### src/ctl_pkg.sv
package ctl_pkg;

	localparam int TOKEN_CHARS = 8;
	localparam int KW_COUNT = 32;
	localparam int OP_COUNT = 25;

	// result kinds
	localparam logic [2:0] KIND_NUMBER     = 3'd0;
	localparam logic [2:0] KIND_KEYWORD    = 3'd1;
	localparam logic [2:0] KIND_IDENTIFIER = 3'd2;
	localparam logic [2:0] KIND_OPERATOR   = 3'd3;
	localparam logic [2:0] KIND_BAD_OPER   = 3'd4;
	localparam logic [2:0] KIND_SPECIAL    = 3'd5;

	// characters of interest
	localparam logic [7:0] CH_SLASH   = 8'h2F;
	localparam logic [7:0] CH_STAR    = 8'h2A;
	localparam logic [7:0] CH_NEWLINE = 8'h0A;
	localparam logic [7:0] CH_TAB     = 8'h09;
	localparam logic [7:0] CH_SPACE   = 8'h20;
	localparam logic [7:0] CH_ZERO    = 8'h30;
	localparam logic [7:0] CH_NINE    = 8'h39;
	localparam logic [7:0] CH_UNDER   = 8'h5F;
	localparam logic [7:0] CH_DOLLAR  = 8'h24;

	typedef struct packed {
		logic [7:0] ch;
		logic       end_of_input;
	} lex_in_t;

	typedef struct packed {
		logic [2:0]  token_kind;
		logic [63:0] token_text;
		logic [5:0]  token_length;
		logic        truncated;
		logic [31:0] number_value;
		logic        last_of_run;
	} lex_out_t;

	localparam logic [63:0] KW_STR [KW_COUNT] = '{
		"auto", "break", "case", "char", "const", "continue", "default", "do",
		"double", "else", "enum", "extern", "float", "for", "goto", "if",
		"int", "long", "register", "return", "short", "signed", "sizeof",
		"static", "struct", "switch", "typedef", "union", "unsigned", "void",
		"volatile", "while"
	};
	localparam logic [3:0] KW_LEN [KW_COUNT] = '{
		4'd4, 4'd5, 4'd4, 4'd4, 4'd5, 4'd8, 4'd7, 4'd2,
		4'd6, 4'd4, 4'd4, 4'd6, 4'd5, 4'd3, 4'd4, 4'd2,
		4'd3, 4'd4, 4'd8, 4'd6, 4'd5, 4'd6, 4'd6,
		4'd6, 4'd6, 4'd6, 4'd7, 4'd5, 4'd8, 4'd4,
		4'd8, 4'd5
	};

	localparam logic [63:0] OP_STR [OP_COUNT] = '{
		"+", "-", "*", "/", "=", "!", "&", "|", "^", ">", "<",
		"+=", "-=", "*=", "/=", "==", "!=", ">=", "<=", "&&", "||",
		"<<", ">>", "++", "--"
	};
	localparam logic [3:0] OP_LEN [OP_COUNT] = '{
		4'd1, 4'd1, 4'd1, 4'd1, 4'd1, 4'd1, 4'd1, 4'd1, 4'd1, 4'd1, 4'd1,
		4'd2, 4'd2, 4'd2, 4'd2, 4'd2, 4'd2, 4'd2, 4'd2, 4'd2, 4'd2,
		4'd2, 4'd2, 4'd2, 4'd2
	};

	// string literals hold the first character highest; flip so it sits in byte 0
	function automatic logic [63:0] pack_text(logic [63:0] s, logic [3:0] len);
		logic [63:0] r;
		int n;
		r = '0;
		n = int'(len);
		for (int i = 0; i < TOKEN_CHARS; i++) begin
			if (i < n) begin
				r[8*i +: 8] = s[8*(n-1-i) +: 8];
			end
		end
		return r;
	endfunction

	function automatic logic is_keyword(logic [63:0] text, logic [5:0] count);
		logic found;
		found = 1'b0;
		for (int i = 0; i < KW_COUNT; i++) begin
			if (count == {2'b00, KW_LEN[i]} && text == pack_text(KW_STR[i], KW_LEN[i])) begin
				found = 1'b1;
			end
		end
		return found;
	endfunction

	function automatic logic is_operator(logic [63:0] text, logic [5:0] count);
		logic found;
		found = 1'b0;
		for (int i = 0; i < OP_COUNT; i++) begin
			if (count == {2'b00, OP_LEN[i]} && text == pack_text(OP_STR[i], OP_LEN[i])) begin
				found = 1'b1;
			end
		end
		return found;
	endfunction

	function automatic logic is_digit(logic [7:0] c);
		return c >= CH_ZERO && c <= CH_NINE;
	endfunction

	function automatic logic is_letter(logic [7:0] c);
		return (c >= 8'h61 && c <= 8'h7A) || (c >= 8'h41 && c <= 8'h5A);
	endfunction

	function automatic logic is_oper_char(logic [7:0] c);
		return c == 8'h2B || c == 8'h2D || c == CH_STAR || c == CH_SLASH ||
			c == 8'h3D || c == 8'h3E || c == 8'h3C || c == 8'h21 ||
			c == 8'h26 || c == 8'h7C || c == 8'h5E;
	endfunction

endpackage

### src/c_token_lexer_top.sv
// Channel   Dir  Word type   Content
// byte_*    in   lex_in_t    one source byte, or the end marker
// tok_*     out  lex_out_t   one classified token
//
// Each accepted byte is handled at once: the lexer state advances at the accept edge and the
// zero, one or two tokens that the byte completes are written into a four-word result
// queue in that same edge. byte_ready is high while the queue has room for two words,
// so bytes flow one per clock as long as tokens are drained about as fast. A stall on
// tok_ready only fills the queue; byte_ready drops when fewer than two slots are free.
// arst_n clears the lexer to idle with an empty buffer and empties the queue.
module c_token_lexer_top
	import ctl_pkg::*;
(
	input  logic     clk,
	input  logic     arst_n,
	input  logic     byte_valid,
	output logic     byte_ready,
	input  lex_in_t  byte_word,
	output logic     tok_valid,
	input  logic     tok_ready,
	output lex_out_t tok_word
);

	typedef enum logic [2:0] {
		M_IDLE, M_SLASH, M_LINE, M_BLOCK, M_STAR, M_NUM, M_WORD, M_OPER
	} mode_t;

	// lexer state
	mode_t       mode_q;
	logic [63:0] text_q;
	logic [5:0]  count_q;
	logic [31:0] accum_q;

	// result queue
	lex_out_t    queue_q [4];
	logic [1:0]  head_q;
	logic [1:0]  tail_q;
	logic [2:0]  fill_q;

	logic        take;
	logic        give;

	mode_t       mode_d;
	logic [63:0] text_d;
	logic [5:0]  count_d;
	logic [31:0] accum_d;

	logic        fl_valid;
	lex_out_t    fl_res;
	logic        st_valid;
	lex_out_t    st_res;
	mode_t       st_mode;
	logic        st_begin;
	logic        do_flush;
	logic        do_start;
	logic        do_append;
	logic [63:0] app_text;
	logic [5:0]  app_count;
	logic [7:0]  c;

	logic [1:0]  n_res;
	lex_out_t    res_a;
	lex_out_t    res_b;

	assign c = byte_word.ch;
	assign take = byte_valid && byte_ready;
	assign give = tok_valid && tok_ready;
	assign byte_ready = (fill_q <= 3'd2);
	assign tok_valid = (fill_q != 3'd0);
	assign tok_word = queue_q[head_q];

	// token that the pending state yields when it is closed
	always_comb begin
		fl_valid = 1'b0;
		fl_res = '0;
		fl_res.token_text = text_q;
		fl_res.token_length = count_q;
		fl_res.truncated = (count_q > 6'(TOKEN_CHARS));
		case (mode_q)
			M_SLASH: begin
				fl_valid = 1'b1;
				fl_res.token_kind = KIND_OPERATOR;
				fl_res.token_text = {56'd0, CH_SLASH};
				fl_res.token_length = 6'd1;
				fl_res.truncated = 1'b0;
			end
			M_NUM: begin
				fl_valid = 1'b1;
				fl_res.token_kind = KIND_NUMBER;
				fl_res.number_value = accum_q;
			end
			M_WORD: begin
				fl_valid = 1'b1;
				fl_res.token_kind = is_keyword(text_q, count_q) ? KIND_KEYWORD
					: KIND_IDENTIFIER;
			end
			M_OPER: begin
				fl_valid = 1'b1;
				fl_res.token_kind = is_operator(text_q, count_q) ? KIND_OPERATOR
					: KIND_BAD_OPER;
			end
			default: begin
				fl_valid = 1'b0;
			end
		endcase
	end

	// what the byte does when it opens a token from idle
	always_comb begin
		st_valid = 1'b0;
		st_begin = 1'b0;
		st_mode = M_IDLE;
		st_res = '0;
		st_res.token_kind = KIND_SPECIAL;
		st_res.token_text = {56'd0, c};
		st_res.token_length = 6'd1;
		if (c == CH_SLASH) begin
			st_mode = M_SLASH;
		end else if (is_digit(c)) begin
			st_mode = M_NUM;
			st_begin = 1'b1;
		end else if (is_letter(c)) begin
			st_mode = M_WORD;
			st_begin = 1'b1;
		end else if (is_oper_char(c)) begin
			st_mode = M_OPER;
			st_begin = 1'b1;
		end else if (c == CH_SPACE || c == CH_TAB || c == CH_NEWLINE) begin
			st_mode = M_IDLE;
		end else begin
			st_valid = 1'b1;
		end
	end

	// append the byte to the pending text; bytes past the buffer are dropped
	always_comb begin
		app_text = text_q;
		for (int i = 0; i < TOKEN_CHARS; i++) begin
			if (count_q == 6'(i)) begin
				app_text[8*i +: 8] = c;
			end
		end
		app_count = (count_q == 6'd63) ? count_q : count_q + 6'd1;
	end

	// choose the mode step
	always_comb begin
		do_flush = 1'b0;
		do_start = 1'b0;
		do_append = 1'b0;
		mode_d = mode_q;
		if (byte_word.end_of_input) begin
			do_flush = 1'b1;
			mode_d = M_IDLE;
		end else begin
			case (mode_q)
				M_SLASH: begin
					if (c == CH_SLASH) begin
						mode_d = M_LINE;
					end else if (c == CH_STAR) begin
						mode_d = M_BLOCK;
					end else begin
						do_flush = 1'b1;
						do_start = 1'b1;
					end
				end
				M_LINE: begin
					if (c == CH_NEWLINE) begin
						mode_d = M_IDLE;
					end
				end
				M_BLOCK: begin
					if (c == CH_STAR) begin
						mode_d = M_STAR;
					end
				end
				M_STAR: begin
					if (c == CH_SLASH) begin
						mode_d = M_IDLE;
					end else if (c != CH_STAR) begin
						mode_d = M_BLOCK;
					end
				end
				M_NUM: begin
					if (is_digit(c)) begin
						do_append = 1'b1;
					end else begin
						do_flush = 1'b1;
						do_start = 1'b1;
					end
				end
				M_WORD: begin
					if (is_digit(c) || is_letter(c) || c == CH_UNDER || c == CH_DOLLAR) begin
						do_append = 1'b1;
					end else begin
						do_flush = 1'b1;
						do_start = 1'b1;
					end
				end
				M_OPER: begin
					if (is_oper_char(c)) begin
						do_append = 1'b1;
					end else begin
						do_flush = 1'b1;
						do_start = 1'b1;
					end
				end
				default: begin
					do_start = 1'b1;
				end
			endcase
			if (do_start) begin
				mode_d = st_mode;
			end
		end
	end

	// buffer and accumulator next values
	always_comb begin
		text_d = text_q;
		count_d = count_q;
		accum_d = accum_q;
		if (do_append) begin
			text_d = app_text;
			count_d = app_count;
			accum_d = (accum_q << 3) + (accum_q << 1) + {24'd0, c - CH_ZERO};
		end else if (do_start && st_begin) begin
			text_d = {56'd0, c};
			count_d = 6'd1;
			accum_d = is_digit(c) ? {24'd0, c - CH_ZERO} : 32'd0;
		end
	end

	// order the results: closed token first, then a special symbol
	always_comb begin
		logic fv;
		logic sv;
		fv = do_flush && fl_valid;
		sv = do_start && st_valid;
		res_a = fv ? fl_res : st_res;
		res_b = st_res;
		res_a.last_of_run = !(fv && sv);
		res_b.last_of_run = 1'b1;
		n_res = 2'(fv) + 2'(sv);
	end

	// lexer state and queue control
	always_ff @(posedge clk or negedge arst_n) begin
		if (!arst_n) begin
			mode_q <= M_IDLE;
			text_q <= '0;
			count_q <= '0;
			accum_q <= '0;
			head_q <= '0;
			tail_q <= '0;
			fill_q <= '0;
		end else begin
			if (take) begin
				mode_q <= mode_d;
				text_q <= text_d;
				count_q <= count_d;
				accum_q <= accum_d;
				tail_q <= tail_q + n_res;
			end
			if (give) begin
				head_q <= head_q + 2'd1;
			end
			fill_q <= fill_q + (take ? {1'b0, n_res} : 3'd0) - (give ? 3'd1 : 3'd0);
		end
	end

	// queue storage
	always_ff @(posedge clk) begin
		if (take) begin
			if (n_res != 2'd0) begin
				queue_q[tail_q] <= res_a;
			end
			if (n_res == 2'd2) begin
				queue_q[tail_q + 2'd1] <= res_b;
			end
		end
	end

endmodule
### config.mk
export PLATFORM = sky130hd
export DESIGN_NAME = c_token_lexer_top
export DESIGN_NICKNAME = d
export VERILOG_FILES = /design/src/ctl_pkg.sv /design/src/c_token_lexer_top.sv
export SDC_FILE = /design/constraint.sdc
export NUM_CORES = 1
export LEC_CHECK = 0
export ABC_AREA = 1
export BUFFER_PORTS_ARGS = -buffer_cell sky130_fd_sc_hd__buf_2
export CAP_MARGIN = 20
export CORE_MARGIN = 3
export CORE_UTILIZATION = 42
export DETAILED_ROUTE_END_ITERATION = 12
export GPL_TIMING_DRIVEN = 0
export PLACE_DENSITY_LB_ADDON = 0.05
export SETUP_SLACK_MARGIN = 0.05
export SYNTH_ARGS = -nofsm -noshare
export SYNTH_HDL_FRONTEND = slang
export SYNTH_SLANG_ARGS = --single-unit
### constraint.sdc
create_clock -name clk -period 4 [get_ports clk]
set_input_delay 0.2 -clock clk [delete_from_list [all_inputs] [get_ports clk]]
set_output_delay 0.2 -clock clk [all_outputs]
set_load 0.005 [all_outputs]
==> flow_summary.toml <==
[run_status]
status = "finished, final reports clean"

[detailed_routing]
routed_wl_mm = 109
remaining_drc_errors = 0
wl_per_cell_um = 24.0
vias_per_cell = 5.88
vias = 26800
drtAntennaViolNets = 0
drt_iter0_markers = 3062
dr.pass1.iters = 6

[cells_and_area]
synthToLayoutAreaGrowth_pct = 15.4
fillers = 6247
fin_nets = 3762
final_cell_area_sq_um = 30800
final_layout_size_suffix_gt1_share_pct = 10.8
diodes = 0

[yosys]
synth-seq-area-share_pct = 43.8
synthAdderAreaFrac_pct = 3.76
avgSynthCellArea_sq_um = 7.67
synth_area_sq_um = 26700
synth_edf_count = 32
synth-seq-cells = 540
syn-num-nets = 3569
synthMuxAreaShare_pct = 0
synthSimpleGateAreaFrac_pct = 23.6
synth_xor_area_share_pct = 1.15
synth-main-ff-cell = "dfxtp_1"
ys_async_sr_fraction_pct = 20.7
synth_top_area_share_pct = 29.7
synth_compound_area_share_pct = 21.0
syn_inst = 3480
synth_top_family_by_area = "simple AND/OR/NAND/NOR gates"
ys_top_cells_by_area = "dfxtp_1, dfrtp_1, nand2_1, o21ai_0, a22o_1"
yosysTopAreaCell = "dfxtp_1"
yosysUniqueCellTypes = 49
ys_warn_count = 0

[timing]
finalClockSkew_ns = 0.0413
drv_slew = 0
fin_crit_ns = 3.86
grt_setup_unrepaired = "yes"
timing.final.crit_share_pct = 96.5
final.setup.tns_ns = 0
finalSetupViolCount = 0
fmaxAchievable_ghz = 0.259
hold_violations = 0
fin_ws_ns = 0.142
tightest_slew_ns = 0.918
max_slew_margin_pct = 38.8

[critical_path]
crit_type = "reg -> out"
worst-path-max-fanout = 10
start_kind = "register"
cp.required_ns = 3.80
endpoint_kind = "output pin"
arrival_ns = 3.66

[pwr]
powerDensity_nw_per_um2 = 595
p_leak_uw = 0.0130
ir_drop_mv = 0.395

[global_route]
grt.total_usage_pct = 31.7
gr-total-overflow = 0
antenna_found_initial = 3
grt_max_degree = 72
grt_pass1_vias = 24800
grt_pass1_wl_mm = 161

[floorplan]
die_area_sq_um = 66600
core_area_sq_um = 62300
core.rowCount = 91
die_h_um = 258
die_w_um = 258
start_util_pct = 42.9
io_pins = 122

[place]
place_ws_ns = -2.20
dp_hpwl_mm = 81.9
gp_congestion = 0.959
io_buffers = 121
placed_area_sq_um = 28400

[clock_tree]
cts_tree = "yes"
path_clk_slew_ns = 0.06
cts_buffers = 59
cts_sinks = 540
clockRootBuffer = "clkbuf_16"
htree_levels = 2
cts_buffer_depth = 3
clock_latency_ns = 0.65

[run]
cap_violations = 0

[hold_path]
hp-class = "in -> async"
==> state kept, by name, indices dropped and copies added, names as in the netlist <==
signal and flops:
accum_q 32, count_q 6, fill_q 3, head_q 2, mode_q 3, queue_q 428
tail_q 2, text_q 64
==> through the flow <==
stage | utilization, % | total power, uW | std cells | hold WS, ns
2_1_floorplan | - | 9240 | 3480 | -0.0956
3_3_place_gp | 45.5 | 12200 | 4438 | 0.432
3_5_place_dp | 45.6 | 12300 | 4439 | 0.173
4_1_cts | 49.3 | 18200 | 4554 | 0.0577
5_1_grt | 49.5 | 19000 | 4558 | 0.104
6_report | 49.5 | 18300 | 4558 | 0.0661
==> per-layer routing <==
metal / GRT usage, % / up-vias / wire, um
met5: 0 / - / 23
met4: 8.72 / 4 / 2920
met3: 6.23 / 199 / 10400
met2: 47.0 / 1306 / 46200
met1: 46.8 / 13000 / 49600
li1: - / 12300 / -
==> area by class of cell <==
| class | instances | area, sq um | share of cell area (%) |
|---|---|---|---|
| inverters | 247 | 933 | 3.03 |
| clock inverters | 21 | 363 | 1.18 |
| flip-flops and latches | 540 | 11700 | 37.9 |
| plain buffers | 204 | 958 | 3.11 |
| multi-input cells | 2489 | 13300 | 43.3 |
| well taps | 837 | 1050 | 3.40 |
| clock buffers | 88 | 1770 | 5.74 |
| repair buffers | 132 | 717 | 2.33 |
==> Yosys cell counts, types with 11 or more instances <==
cell type  instances
nand2_1          657
nor2_1           456
o21ai_0          444
dfxtp_1          396
a22o_1           244
inv_1            235
clkbuf_1         171
nand3_1          169
dfrtp_1          112
o22ai_1          111
nand4_1           82
ha_1              69
nor2_2            53
a21oi_1           52
nor3_1            38
edfxtp_1          32
xor2_1            18
buf_2             17
xnor2_1           17
inv_2             11
o21ai_1           11
==> worst max-delay path, stage by stage, from the launching register on <==
cell      delay (ns)
dfrtp_1         0.37
clkbuf_1        0.26
inv_1           0.40
clkbuf_1        0.53
clkbuf_1        0.65
o21ai_0         0.22
o22ai_1         0.37
buf_2           0.20
==> power by group <==
| part | leakage, uW | total (uW) | internal (uW) | switching (uW) |
|---|---|---|---|---|
| clock | 0.00105 | 5980 | 3580 | 2400 |
| sequential | 0.00503 | 5830 | 5650 | 186 |
| combinational | 0.00688 | 6530 | 1850 | 4680 |
| total | 0.0130 | 18300 | 11100 | 7260 |
==> final timing paths <==
kind	startpoint	slack, ns	end	cells past startpoint
min reg2reg	queue_q[2][20]	0.45	queue_q[2][20]	2
max reg2reg	mode_q[1]	0.24	queue_q[1][99]	20
min in group clk	byte_word[1]	0.11	queue_q[2][40]	3
min	arst_n	0.07	accum_q[26]	2
max in group asynchronous	arst_n	3.14	text_q[20]	3
max	head_q[1]	0.14	tok_word[101]	7
==> timing repair <==
action,4_1_cts,5_1_grt
buffers inserted,5,3
resized for setup,63,33
endpoints found under the hold margin,86,0
pin swaps,5,0
endpoints found under the setup margin,462,453
hold buffers,1,0
==> cells in the final DEF, fill, tap and decap left out, types with 20 or more instances in the layout <==
cell,netlist,final
a21oi_1,52,52
a22o_1,244,244
buf_2,17,137
clkbuf_1,171,155
clkbuf_16,0,61
clkbuf_4,0,20
dfrtp_1,112,112
dfxtp_1,396,396
edfxtp_1,32,32
ha_1,69,68
inv_1,235,224
inv_2,11,20
nand2_1,657,653
nand3_1,169,169
nand4_1,82,82
nor2_1,456,453
nor2_2,53,55
nor3_1,38,29
o21ai_0,444,444
o22ai_1,111,111
==> cells by family after synthesis <==
family | Yosys count
xor gates and xnor gates | 35
adders and majority gates | 76
AOI/OAI and AO/OA | 892
and+or+nand+nor | 1486
buffers and inverters | 451
DFF | 540
No activity file was read; power rests on OpenSTA's default activity.
